**src/ghash_authenticator_assert.svh**
```systemverilog
// ---------------------------------------------------------------------------
// GHASH authenticator assertion macros
// Shared concurrent assertion forms, clocked on the rising edge and
// disabled while the synchronous active-low reset is asserted.
// ---------------------------------------------------------------------------
`ifndef GHASH_AUTHENTICATOR_ASSERT_SVH
`define GHASH_AUTHENTICATOR_ASSERT_SVH

// The consequent must hold in the same cycle as the antecedent.
`define GH_ASSERT_SAME(lbl, clk, rstn, ante, cons) \
    lbl: assert property (@(posedge clk) disable iff (!(rstn)) (ante) |-> (cons)) \
        else $error("GHASH assertion failed");

// The consequent must hold in the cycle after the antecedent.
`define GH_ASSERT_NEXT(lbl, clk, rstn, ante, cons) \
    lbl: assert property (@(posedge clk) disable iff (!(rstn)) (ante) |=> (cons)) \
        else $error("GHASH assertion failed");

`endif

```
**src/gh_auth_pkg.sv**
```systemverilog
// ---------------------------------------------------------------------------
// GHASH authenticator package
// Constants, codes and control types shared by the GHASH datapath.
// ---------------------------------------------------------------------------
package gh_auth_pkg;

    localparam int GH_BLOCK_BITS  = 128;
    localparam int GH_BLOCK_BYTES = 16;
    localparam int GH_DIGIT_BITS  = 8;
    localparam int GH_TOTAL_BITS  = 61;
    localparam int GH_COUNT_BITS  = 5;

    // Reduction polynomial in NIST bit order: 0xE1 followed by 120 zero bits.
    localparam logic [GH_BLOCK_BITS-1:0] GH_REDUCE = {8'hE1, {(GH_BLOCK_BITS-8){1'b0}}};

    localparam logic [1:0] CMD_AAD    = 2'd0;
    localparam logic [1:0] CMD_TEXT   = 2'd1;
    localparam logic [1:0] CMD_FINISH = 2'd2;

    localparam logic CFG_KEY_HIGH = 1'b0;
    localparam logic CFG_KEY_LOW  = 1'b1;

    typedef enum logic [1:0] {
        S_IDLE,
        S_MUL,
        S_FIN,
        S_EMIT
    } t_state;

    typedef struct packed {
        logic start;
    } t_mul_ctl;

    typedef struct packed {
        logic busy;
        logic done;
    } t_mul_sts;

endpackage

```
**src/gh_auth_mul.sv**
```systemverilog
// ---------------------------------------------------------------------------
// GHASH digit-serial multiplier
// Multiplies a 128-bit operand by the hash subkey in GF(2^128), consuming
// one digit of the operand per cycle, most significant digit first.
// ---------------------------------------------------------------------------
module gh_auth_mul #(
    parameter int DIGIT_BITS = gh_auth_pkg::GH_DIGIT_BITS
) (
    input  logic                                   i_clk,
    input  logic                                   i_rst_n,
    input  gh_auth_pkg::t_mul_ctl                  i_ctl,
    input  logic [gh_auth_pkg::GH_BLOCK_BITS-1:0]  i_x,
    input  logic [gh_auth_pkg::GH_BLOCK_BITS-1:0]  i_h,
    output gh_auth_pkg::t_mul_sts                  o_sts,
    output logic [gh_auth_pkg::GH_BLOCK_BITS-1:0]  o_z
);
    import gh_auth_pkg::*;

    localparam int STEPS = GH_BLOCK_BITS / DIGIT_BITS;
    localparam int CNT_W = (STEPS > 1) ? $clog2(STEPS) : 1;
    localparam logic [CNT_W-1:0] LAST = CNT_W'(STEPS - 1);

    logic [GH_BLOCK_BITS-1:0] r_x, n_x;
    logic [GH_BLOCK_BITS-1:0] r_v, n_v;
    logic [GH_BLOCK_BITS-1:0] r_z, n_z;
    logic [CNT_W-1:0]         r_cnt;
    logic                     r_busy;
    logic                     r_done;

    // One digit of shift-and-add: Z picks up V for each set operand bit,
    // V is multiplied by x with the reduction folded back in.
    always_comb begin
        n_v = r_v;
        n_z = r_z;
        for (int i = 0; i < DIGIT_BITS; i++) begin
            if (r_x[GH_BLOCK_BITS-1-i]) begin
                n_z = n_z ^ n_v;
            end
            n_v = (n_v >> 1) ^ (n_v[0] ? GH_REDUCE : '0);
        end
        n_x = r_x << DIGIT_BITS;
    end

    always_ff @(posedge i_clk) begin
        if (!i_rst_n) begin
            r_busy <= 1'b0;
            r_done <= 1'b0;
            r_cnt  <= '0;
        end else begin
            r_done <= 1'b0;
            if (i_ctl.start) begin
                r_busy <= 1'b1;
                r_cnt  <= '0;
            end else if (r_busy) begin
                r_cnt <= r_cnt + 1'b1;
                if (r_cnt == LAST) begin
                    r_busy <= 1'b0;
                    r_done <= 1'b1;
                end
            end
        end
    end

    always_ff @(posedge i_clk) begin
        if (i_ctl.start) begin
            r_x <= i_x;
            r_v <= i_h;
            r_z <= '0;
        end else if (r_busy) begin
            r_x <= n_x;
            r_v <= n_v;
            r_z <= n_z;
        end
    end

    assign o_sts.busy = r_busy;
    assign o_sts.done = r_done;
    assign o_z        = r_z;

`include "ghash_authenticator_assert.svh"

    `GH_ASSERT_NEXT(a_start_runs, i_clk, i_rst_n, i_ctl.start, r_busy)
    `GH_ASSERT_SAME(a_done_after_busy, i_clk, i_rst_n, r_done, $past(r_busy) && !r_busy)
    `GH_ASSERT_NEXT(a_busy_holds, i_clk, i_rst_n, r_busy && (r_cnt != LAST), r_busy)

endmodule

```
**src/ghash_authenticator.sv**
```systemverilog
// ---------------------------------------------------------------------------
// GHASH authenticator
// The GHASH universal hash of AES-GCM over additional data and ciphertext
// blocks, with a finish command that folds in the length block and emits
// the 128-bit hash.
// ---------------------------------------------------------------------------
// Each data word carries one 128-bit block and a byte count of 1 to 16;
// bytes beyond the count are taken as zero, counts above 16 act as 16, and
// a count of zero or command 3 is accepted and ignored in the same cycle.
// Every block is folded as acc = (acc xor block) * H in GF(2^128), NIST bit
// order, by a digit-serial multiplier that consumes 8 bits per cycle, so a
// data block keeps the block busy until the multiplier is done and the
// accumulator is written back, and only then is a new word taken.
// Finish folds the block lenAAD||lenC (bit lengths, byte totals held modulo
// 2^61), places the hash in the output register and clears the accumulator
// and both totals; the hash subkey is kept. The output register lets the
// next words be accepted while a hash waits to be taken; a second finish is
// folded as usual and then holds the input stalled until the first hash has
// gone. The subkey is written through the configuration port (index 0 for
// the upper half, index 1 for the lower half, both big-endian); the user
// must write it only while the block is idle, which the block itself does
// not enforce. That port is always ready.
// ---------------------------------------------------------------------------
module ghash_authenticator #(
    parameter int DIGIT_BITS = gh_auth_pkg::GH_DIGIT_BITS
) (
    input  logic        i_clk,
    input  logic        i_rst_n,
    // Configuration write channel
    input  logic        i_cfg_valid,
    output logic        o_cfg_ready,
    input  logic        i_cfg_index,
    input  logic [63:0] i_cfg_data,
    // Input word channel
    input  logic        i_in_valid,
    output logic        o_in_stall,
    input  logic [1:0]  i_command,
    input  logic [63:0] i_data_high,
    input  logic [63:0] i_data_low,
    input  logic [4:0]  i_byte_count,
    // Result word channel
    output logic        o_out_valid,
    input  logic        i_out_stall,
    output logic [63:0] o_hash_high,
    output logic [63:0] o_hash_low
);
    import gh_auth_pkg::*;

    t_state                   r_state, n_state;
    logic [GH_BLOCK_BITS-1:0] r_key;
    logic [GH_BLOCK_BITS-1:0] r_acc;
    logic [GH_TOTAL_BITS-1:0] r_aad_total;
    logic [GH_TOTAL_BITS-1:0] r_text_total;
    logic [GH_BLOCK_BITS-1:0] r_out;
    logic                     r_out_valid;

    logic                     in_take;
    logic                     out_take;
    logic                     emit_go;
    logic                     in_fold;
    logic [GH_COUNT_BITS-1:0] count_sat;
    logic [GH_BLOCK_BITS-1:0] block_mask;
    logic [GH_BLOCK_BITS-1:0] data_block;
    logic [GH_BLOCK_BITS-1:0] len_block;
    logic                     is_data;
    logic                     is_finish;
    t_mul_ctl                 mul_ctl;
    t_mul_sts                 mul_sts;
    logic [GH_BLOCK_BITS-1:0] mul_x;
    logic [GH_BLOCK_BITS-1:0] mul_z;

    assign o_cfg_ready = 1'b1;
    assign o_in_stall  = (r_state != S_IDLE);
    assign in_take     = i_in_valid && !o_in_stall;
    assign out_take    = r_out_valid && !i_out_stall;
    assign emit_go     = (r_state == S_EMIT) && (!r_out_valid || !i_out_stall);
    assign in_fold     = (r_state == S_MUL) || (r_state == S_FIN);

    // Byte count saturates at a full block; the mask keeps the leading bytes.
    always_comb begin
        count_sat = (i_byte_count > GH_COUNT_BITS'(GH_BLOCK_BYTES))
                  ? GH_COUNT_BITS'(GH_BLOCK_BYTES) : i_byte_count;
        for (int j = 0; j < GH_BLOCK_BYTES; j++) begin
            block_mask[GH_BLOCK_BITS-1-8*j -: 8] =
                (GH_COUNT_BITS'(j) < count_sat) ? 8'hFF : 8'h00;
        end
    end

    assign data_block = {i_data_high, i_data_low} & block_mask;
    assign len_block  = {r_aad_total, 3'b000, r_text_total, 3'b000};
    assign is_finish  = (i_command == CMD_FINISH);
    assign is_data    = ((i_command == CMD_AAD) || (i_command == CMD_TEXT))
                     && (i_byte_count != '0);

    assign mul_ctl.start = in_take && (is_data || is_finish);
    assign mul_x         = r_acc ^ (is_finish ? len_block : data_block);

    gh_auth_mul #(
        .DIGIT_BITS (DIGIT_BITS)
    ) u_mul (
        .i_clk   (i_clk),
        .i_rst_n (i_rst_n),
        .i_ctl   (mul_ctl),
        .i_x     (mul_x),
        .i_h     (r_key),
        .o_sts   (mul_sts),
        .o_z     (mul_z)
    );

    always_ff @(posedge i_clk) begin
        if (!i_rst_n) begin
            r_state <= S_IDLE;
        end else begin
            r_state <= n_state;
        end
    end

    always_comb begin
        n_state = r_state;
        unique case (r_state)
            S_IDLE: begin
                if (mul_ctl.start) begin
                    n_state = is_finish ? S_FIN : S_MUL;
                end
            end
            S_MUL: begin
                if (mul_sts.done) begin
                    n_state = S_IDLE;
                end
            end
            S_FIN: begin
                if (mul_sts.done) begin
                    n_state = S_EMIT;
                end
            end
            S_EMIT: begin
                if (emit_go) begin
                    n_state = S_IDLE;
                end
            end
            default: n_state = S_IDLE;
        endcase
    end

    // Accumulator, byte totals and subkey.
    always_ff @(posedge i_clk) begin
        if (!i_rst_n) begin
            r_key        <= '0;
            r_acc        <= '0;
            r_aad_total  <= '0;
            r_text_total <= '0;
        end else begin
            if (i_cfg_valid) begin
                if (i_cfg_index == CFG_KEY_HIGH) begin
                    r_key[GH_BLOCK_BITS-1 -: 64] <= i_cfg_data;
                end else begin
                    r_key[63:0] <= i_cfg_data;
                end
            end
            if (mul_sts.done) begin
                r_acc <= mul_z;
            end else if (emit_go) begin
                r_acc <= '0;
            end
            if (in_take && is_finish) begin
                r_aad_total  <= '0;
                r_text_total <= '0;
            end else if (in_take && is_data && (i_command == CMD_AAD)) begin
                r_aad_total <= r_aad_total + GH_TOTAL_BITS'(count_sat);
            end else if (in_take && is_data) begin
                r_text_total <= r_text_total + GH_TOTAL_BITS'(count_sat);
            end
        end
    end

    // Output register: a finished hash waits here until it is taken.
    always_ff @(posedge i_clk) begin
        if (!i_rst_n) begin
            r_out_valid <= 1'b0;
        end else if (emit_go) begin
            r_out_valid <= 1'b1;
        end else if (out_take) begin
            r_out_valid <= 1'b0;
        end
    end

    always_ff @(posedge i_clk) begin
        if (emit_go) begin
            r_out <= r_acc;
        end
    end

    assign o_out_valid = r_out_valid;
    assign o_hash_high = r_out[GH_BLOCK_BITS-1 -: 64];
    assign o_hash_low  = r_out[63:0];

`include "ghash_authenticator_assert.svh"

    `GH_ASSERT_SAME(a_start_when_free, i_clk, i_rst_n, mul_ctl.start, !mul_sts.busy)
    `GH_ASSERT_SAME(a_done_in_fold, i_clk, i_rst_n, mul_sts.done, in_fold)
    `GH_ASSERT_NEXT(a_emit_shows, i_clk, i_rst_n, emit_go, r_out_valid && (r_acc == '0))

endmodule
```
**config.mk**
```make
export PLATFORM = sky130hd
export DESIGN_NAME = ghash_authenticator
export DESIGN_NICKNAME = d
export VERILOG_FILES = /design/src/gh_auth_pkg.sv /design/src/gh_auth_mul.sv /design/src/ghash_authenticator.sv
export VERILOG_INCLUDE_DIRS = /design/src /design/src/src
export SDC_FILE = /design/constraint.sdc
export NUM_CORES = 2
export LEC_CHECK = 0
export BUFFER_PORTS_ARGS = -buffer_cell sky130_fd_sc_hd__buf_2
export CAP_MARGIN = 20
export CORE_UTILIZATION = 40
export DETAILED_ROUTE_END_ITERATION = 7
export MAX_ROUTING_LAYER = met4
export PLACE_DENSITY = 0.56
export SLEW_MARGIN = 20
export SYNTH_ARGS = -nofsm -noshare
export SYNTH_HDL_FRONTEND = slang
export SYNTH_SLANG_ARGS = --single-unit
```
**constraint.sdc**
```tcl
create_clock -name i_clk -period 8.55 [get_ports i_clk]
set_input_delay 0.4275 -clock i_clk [delete_from_list [all_inputs] [get_ports i_clk]]
set_output_delay 0.4275 -clock i_clk [all_outputs]
set_load 0.02 [all_outputs]
```
Word-level counts from Yosys, hierarchy flattened
Index checks and enable logic that the tools add are counted.

Reductions and logical operators: 28. $lt $le $gt $ge: 17. $add $sub $neg: 3. Multiplexer cells: 52. Bitwise gates (word level): 22. Equal/unequal tests: 10.

Operators by type and width (number): 128-bit 2-to-1 mux (23); 128-bit XOR (9); 127-bit by 128-bit XOR with 128-bit output (8); 128-bit AND (1); 8-bit 2-to-1 mux (16); 61-bit by 5-bit adder with 61-bit output (2); 4-bit by 5-bit less-than comparator with 1-bit output, first input constant (8); 3-bit by 5-bit less-than comparator with 1-bit output, first input constant (4); 1-bit by 5-bit less-than comparator with 1-bit output, first input constant (2); 2-bit by 5-bit less-than comparator with 1-bit output, first input constant (2); 2-bit 2-to-1 mux (5); 1-bit logical AND (8); 2-bit case mux with 4 select lines (1); 2-bit nonzero test (4); 2-bit equality test, second input constant (3); 1-bit 2-to-1 mux (6); 2-bit AND reduction (3); 5-bit greater-than comparator, second input constant (1); 5-bit 2-to-1 mux (1); 5-bit nonzero test (1); 4-bit by 1-bit adder with 4-bit output, second input constant (1); 2-bit by 1-bit equality test with 1-bit output, second input constant (2); 4-bit equality test, second input constant (1); 2-bit logical NOT (2); 8 further kinds (18).

Bits of input ports: 205. Logic and storage cells: 146. Flip-flop bits (word level): 899. Output and inout port bits: 131.

Logic depth before layout (Yosys ltp)
Word-level depth: 18. Mapped depth: 14. Gate-level depth less buffers: 11.

By module
Synthesis repeated with hierarchy kept, for this count alone.

Cells, all modules: 5780. Area, all modules: 51240.4 um2.

By module, submodules not included: gh_auth_mul (cells each 3337, instances 1, sequential area each 10369.9 um2, area each 28957.8 um2); ghash_authenticator (cells each 2443, instances 1, sequential area each 11471.0 um2, area each 22282.6 um2).

Worst setup path after synthesis
OpenSTA, ideal clock, no wires.

Kind: input -> register. Start: input i_byte_count[2]. End: register u_mul.r_v[0] (enable). Data arrival time: 7.595 ns. Path buffers: 4. Slack: 0.292 ns. Library setup time: 0.663 ns. Required time: 7.887 ns. Stages: 8. Cells stage by stage: clkbuf_1 > nor3_2 > a21oi_1 > o21ai_1 > buf_2 > buf_2 > buf_2 > nand2b_1.

Word-level cells in the longest chain between the ends: 5.

RTL lines: start, declared (RTL line ghash_authenticator.sv:40) `input logic [4:0] i_byte_count,`; 5-bit nonzero test (RTL line ghash_authenticator.sv:93) `&& (i_byte_count != '0);`; 1-bit logical AND (RTL line ghash_authenticator.sv:93); 1-bit logical OR (RTL line ghash_authenticator.sv:95) `assign mul_ctl.start = in_take && (is_data || is_finish);`; 1-bit logical AND (RTL line ghash_authenticator.sv:95); 2-bit nonzero test (no line); end signal, assigned (RTL line gh_auth_mul.sv:67) `r_v <= i_h;`; end signal, assigned (RTL line gh_auth_mul.sv:71) `r_v <= n_v;`; end, declared (RTL line gh_auth_mul.sv:24) `logic [GH_BLOCK_BITS-1:0] r_v, n_v;`.

Every way passes these cells. A chain may end at the register's enable or synchronous reset.

Final worst setup path
Start: register u_mul.r_x[121]. End: register u_mul.r_z[7], in the netlist u_mul.o_z[7].

Word-level cells in the longest chain between the ends: 3.

RTL lines: start, declared (RTL line gh_auth_mul.sv:23) `logic [GH_BLOCK_BITS-1:0] r_x, n_x;`; start signal, assigned (RTL line gh_auth_mul.sv:66) `r_x <= i_x;`; start signal, assigned (RTL line gh_auth_mul.sv:70) `r_x <= n_x;`; 128-bit 2-to-1 mux * (RTL line gh_auth_mul.sv:36) `if (r_x[GH_BLOCK_BITS-1-i]) begin`; 128-bit XOR (RTL line gh_auth_mul.sv:37) `n_z = n_z ^ n_v;`; 128-bit 2-to-1 mux * (RTL line gh_auth_mul.sv:36); end signal, assigned (RTL line gh_auth_mul.sv:72) `r_z <= n_z;`; end, declared (RTL line gh_auth_mul.sv:25) `logic [GH_BLOCK_BITS-1:0] r_z, n_z;`.

Every way passes the cells marked *; elsewhere a longest branch is shown, timed or not.

==> summary.md <==
| Metric | Value |
|---|---|
| Ys async rst share | 0% |
| Synth area leaders | edfxtp_1 23%, dfxtp_1 20%, nand2_1 16%, xnor2_1 14%, xor2_1 7.6% |
| Most frequent cells in the layout | 2184 x nand2_1, 830 x xnor2_1, 513 x dfxtp_1 |
| Clock root cell | clkbuf_16 |
| Layout Nets | 6395 |
| Peak supply drop | ~150 uV |
| Vias/cell | between 5 and 6 |
| Period utilization | between 40 and 50% |
| Max-Cap Viols | 0 |
| Critical Path Source Type | register |
| Unrepaired setup endpoints after global routing | false |
| Overall Global Routing Usage | between 20 and 25% |
| Drt pass-1 iters | 6 |
| Mapped Area | approximately 0.050 mm^2 |
| Final Hold Vio Count | 0 |
| Crit path max fanout | 88 |
| GPL Wtd Cong | between 0.8 and 0.9 |
| Die area | around 0.13 mm^2 |
| Post-synth EDFFs | between 300 and 400 |
| Max_slew headroom | about 22% |
| Final min period | roughly 3700 ps |
| TritonCTS Sinks | 899 |
| Total CTS buffers | 100 |
| DR WL/cell | 19.7 um |
| Post-synthesis compound-gate area fraction | under 10% |
| Largest net degree at the start of global routing | between 200 and 250 |
| Area leader, netlist | edfxtp_1 |
| Setup bufs post-CTS | 0 |
| Via count | roughly 40000 |
| Leak | roughly 21 nW |
| R2R Setup Slk | 4850 ps |
| Avg Cell Area, Syn | slightly above 8 um^2 |
| Hold path cells | 3 |
| Hold Startpoint | i_cfg_data[57] |
| Starting DRT DRC Count | ~3800 |
| PwrDens | 251 mW/mm^2 |
| Fin. max-slew vios | 0 |
| Worst skew pair latency | approximately 740 ps |
| WL final | 155000 um |
| # IOs | roughly 340 |
| IO buf count | roughly 330 |
| Hold crit path type | input pin to register |
| Post-synthesis sequential area ratio | a little over two fifths |
| Most common cell after layout, fill and taps aside | nand2_1 |
| Number of global-route vias before repair | around 37000 |
| Slew @ Worst Pin | ~1200 ps |
| Fraction of layout cells with a size suffix above 1 | under 10% |
| Total negative slack | 0 ps |
| Clock buffer depth | 3 |
| Syn Nets | between 6000 and 7000 |
| Filler instances | between 10000 and 15000 |
| Main synth FF type | dfxtp_1 |
| Adder-Cell Fraction of Synth Area | less than 1% |
| Worst-case reg-to-reg path depth | 9 |
| Setup violators final | 0 |
| Rows | between 100 and 150 |
| Worst EP arrival | roughly 4300 ps |
| Global-route wire length before repair | 234000 um |
| Setup Crit Path Kind | register to register |
| XOR/XNOR share of the synthesized area | 22.3% |
| Post-DP HPWL | 108000 um |
| Final Power | 0.0142 W |
| CTS clk-pin slew, worst paths | 60 ps |
| Synth Area in Simple Gates | between 20% and 30% |
| Initial Util | 40.5% |
| Worst r2r dst | u_mul.o_z[7] |
| CTS H-Tree Depth | 3 |
| Outcome | finished, final reports clean |
| Top-area cell type share of the netlist area | a little under a quarter |
| Setup crit end kind | register |
| Yosys cell types | 55 |
| Synth Register Bits | 899 |
| Die Y | between 300 and 400 um |
| Post-synthesis mux area share | 0.265% |
| Initial antenna violation count | 5 |
| Antenna Nets Post-Route | 0 |
| Clock skew | ~37 ps |
| Synth warn | 0 |
| Worst R2R Start | u_mul.r_x[121] |
| Residual DRC | 0 |
| Max Freq | 0.270 GHz |
| CTS tree | yes |
| Worst hold path endpoint | r_key[57] |
| Largest family of logic cells by synthesized area | simple AND/OR/NAND/NOR gates |
| Gr ovfl total | 0 |
| Total core area | 0.124 mm^2 |
| Die width | between 300 and 400 um |
| Worst path required time | between 9000 and 10000 ps |
| Cells after Synth | 6104 |
| Area Overhead vs Synth | 12.4% |
through the flow:
| step | utilization [%] | hold WS [ps] | cells | worst slack [ps] | instance area, um^2 |
|---|---|---|---|---|---|
| final | 45.6 | 49.6 | 7905 | 4850 | 56700 |
| after floorplan | - | 439 | 6104 | 292 | 50400 |
| after global routing | 45.6 | 22.5 | 7904 | 4560 | 56700 |
| after detailed placement | 42.5 | 445 | 7659 | 4770 | 52900 |
| after CTS | 45.6 | 1.82 | 7899 | 4890 | 56700 |
| after global placement | 42.5 | 450 | 7659 | 4870 | 52900 |
layout make-up:
cell class	count	area [um^2]	area share, %
antenna	6	15.0	0.0265
clock buffer	146	2890	5.10
clock inverter	41	408	0.719
inverter	27	104	0.183
multi-input combinational	4717	26800	47.3
sequential	899	21800	38.5
tap	1637	2050	3.61
timing repair buffer	432	2580	4.56
where the power goes:
part	leakage, nW	switching (W)	internal (W)	total [W]
clock	1.62	0.00184	0.00250	0.00434
combinational	11.9	0.00226	0.00189	0.00415
sequential	7.90	0.000661	0.00507	0.00573
registers in the layout, indices dropped and copies added, names as in the netlist:
| register | cells |
|---|---|
| o_out_valid | 1 |
| r_aad_total | 61 |
| r_acc | 128 |
| r_key | 128 |
| r_out | 128 |
| r_state | 2 |
| r_text_total | 61 |
| u_mul.o_z | 128 |
| u_mul.r_busy | 1 |
| u_mul.r_cnt | 4 |
| u_mul.r_done | 1 |
| u_mul.r_v | 128 |
| u_mul.r_x | 128 |
cell families after synthesis:
| logic type | Yosys count |
|---|---|
| buf+inv | 488 |
| flops | 899 |
| other cells | 1 |
| fa+ha+maj | 14 |
| xor+xnor | 1275 |
| compound gates | 602 |
| mux | 13 |
| simple gates | 2812 |
worst max path at each step:
stage                     slack, ps  depth (start not counted)              to       startpoint
after floorplan                 290                          8    u_mul.r_v[0]  i_byte_count[2]
after global placement         4870                          9    u_mul.r_v[9]  i_byte_count[4]
after detailed placement       4770                          7  u_mul.r_x[111]  i_byte_count[4]
after CTS                      4890                          7  u_mul.o_z[125]   u_mul.r_x[121]
after global routing           4560                          9   u_mul.o_z[23]   u_mul.r_x[121]
final                          4850                          9    u_mul.o_z[7]   u_mul.r_x[121]
synthesized netlist by cell type, types with 2 or more instances:
library cell	count
nand2_1	2185
xnor2_1	830
dfxtp_1	515
xor2_1	440
edfxtp_1	384
clkbuf_1	337
nor2_1	285
o21ai_0	271
and2_1	134
a21boi_0	131
a22oi_1	121
buf_1	114
nand3_1	60
a21oi_1	52
inv_1	27
nand4_1	22
nor3_1	21
and3_1	20
and4_1	17
or3_1	16
nor2b_1	13
nor4_1	12
ha_1	11
mux2i_1	10
buf_2	6
nor3_2	6
nand2b_1	5
xnor3_1	5
a211oi_1	4
a21o_1	4
nand3b_1	4
nor4_2	4
o21a_1	4
mux2_2	3
o211ai_1	3
or2_2	3
a2111oi_4	2
a31oi_1	2
buf_4	2
buf_6	2
fa_1	2
o21ai_1	2
per-layer routing:
layer / up-vias / GRT usage, % / share of wire (%)
met4: 0 / 5.44 / 1.8
met1: 19400 / 36.6 / 50
met5: - / - / 0
li1: 19600 / - / -
met2: 1176 / 35.1 / 43
met3: 150 / 2.97 / 5.7
timing repair:
action,CTS,global route
endpoints found under the hold margin,87,0
hold buffers,53,0
resized for setup,0,0
worst max-delay path: stages (launching register included):
cell and delay (ps):
edfxtp_1 930, buf_4 480, buf_4 810, nand2_1 140, xor2_1 200, xnor2_1 230, xnor2_1 220, nand2_1 110
xor2_1 170, nor2_1 50
(Power assumes the default switching activity.)
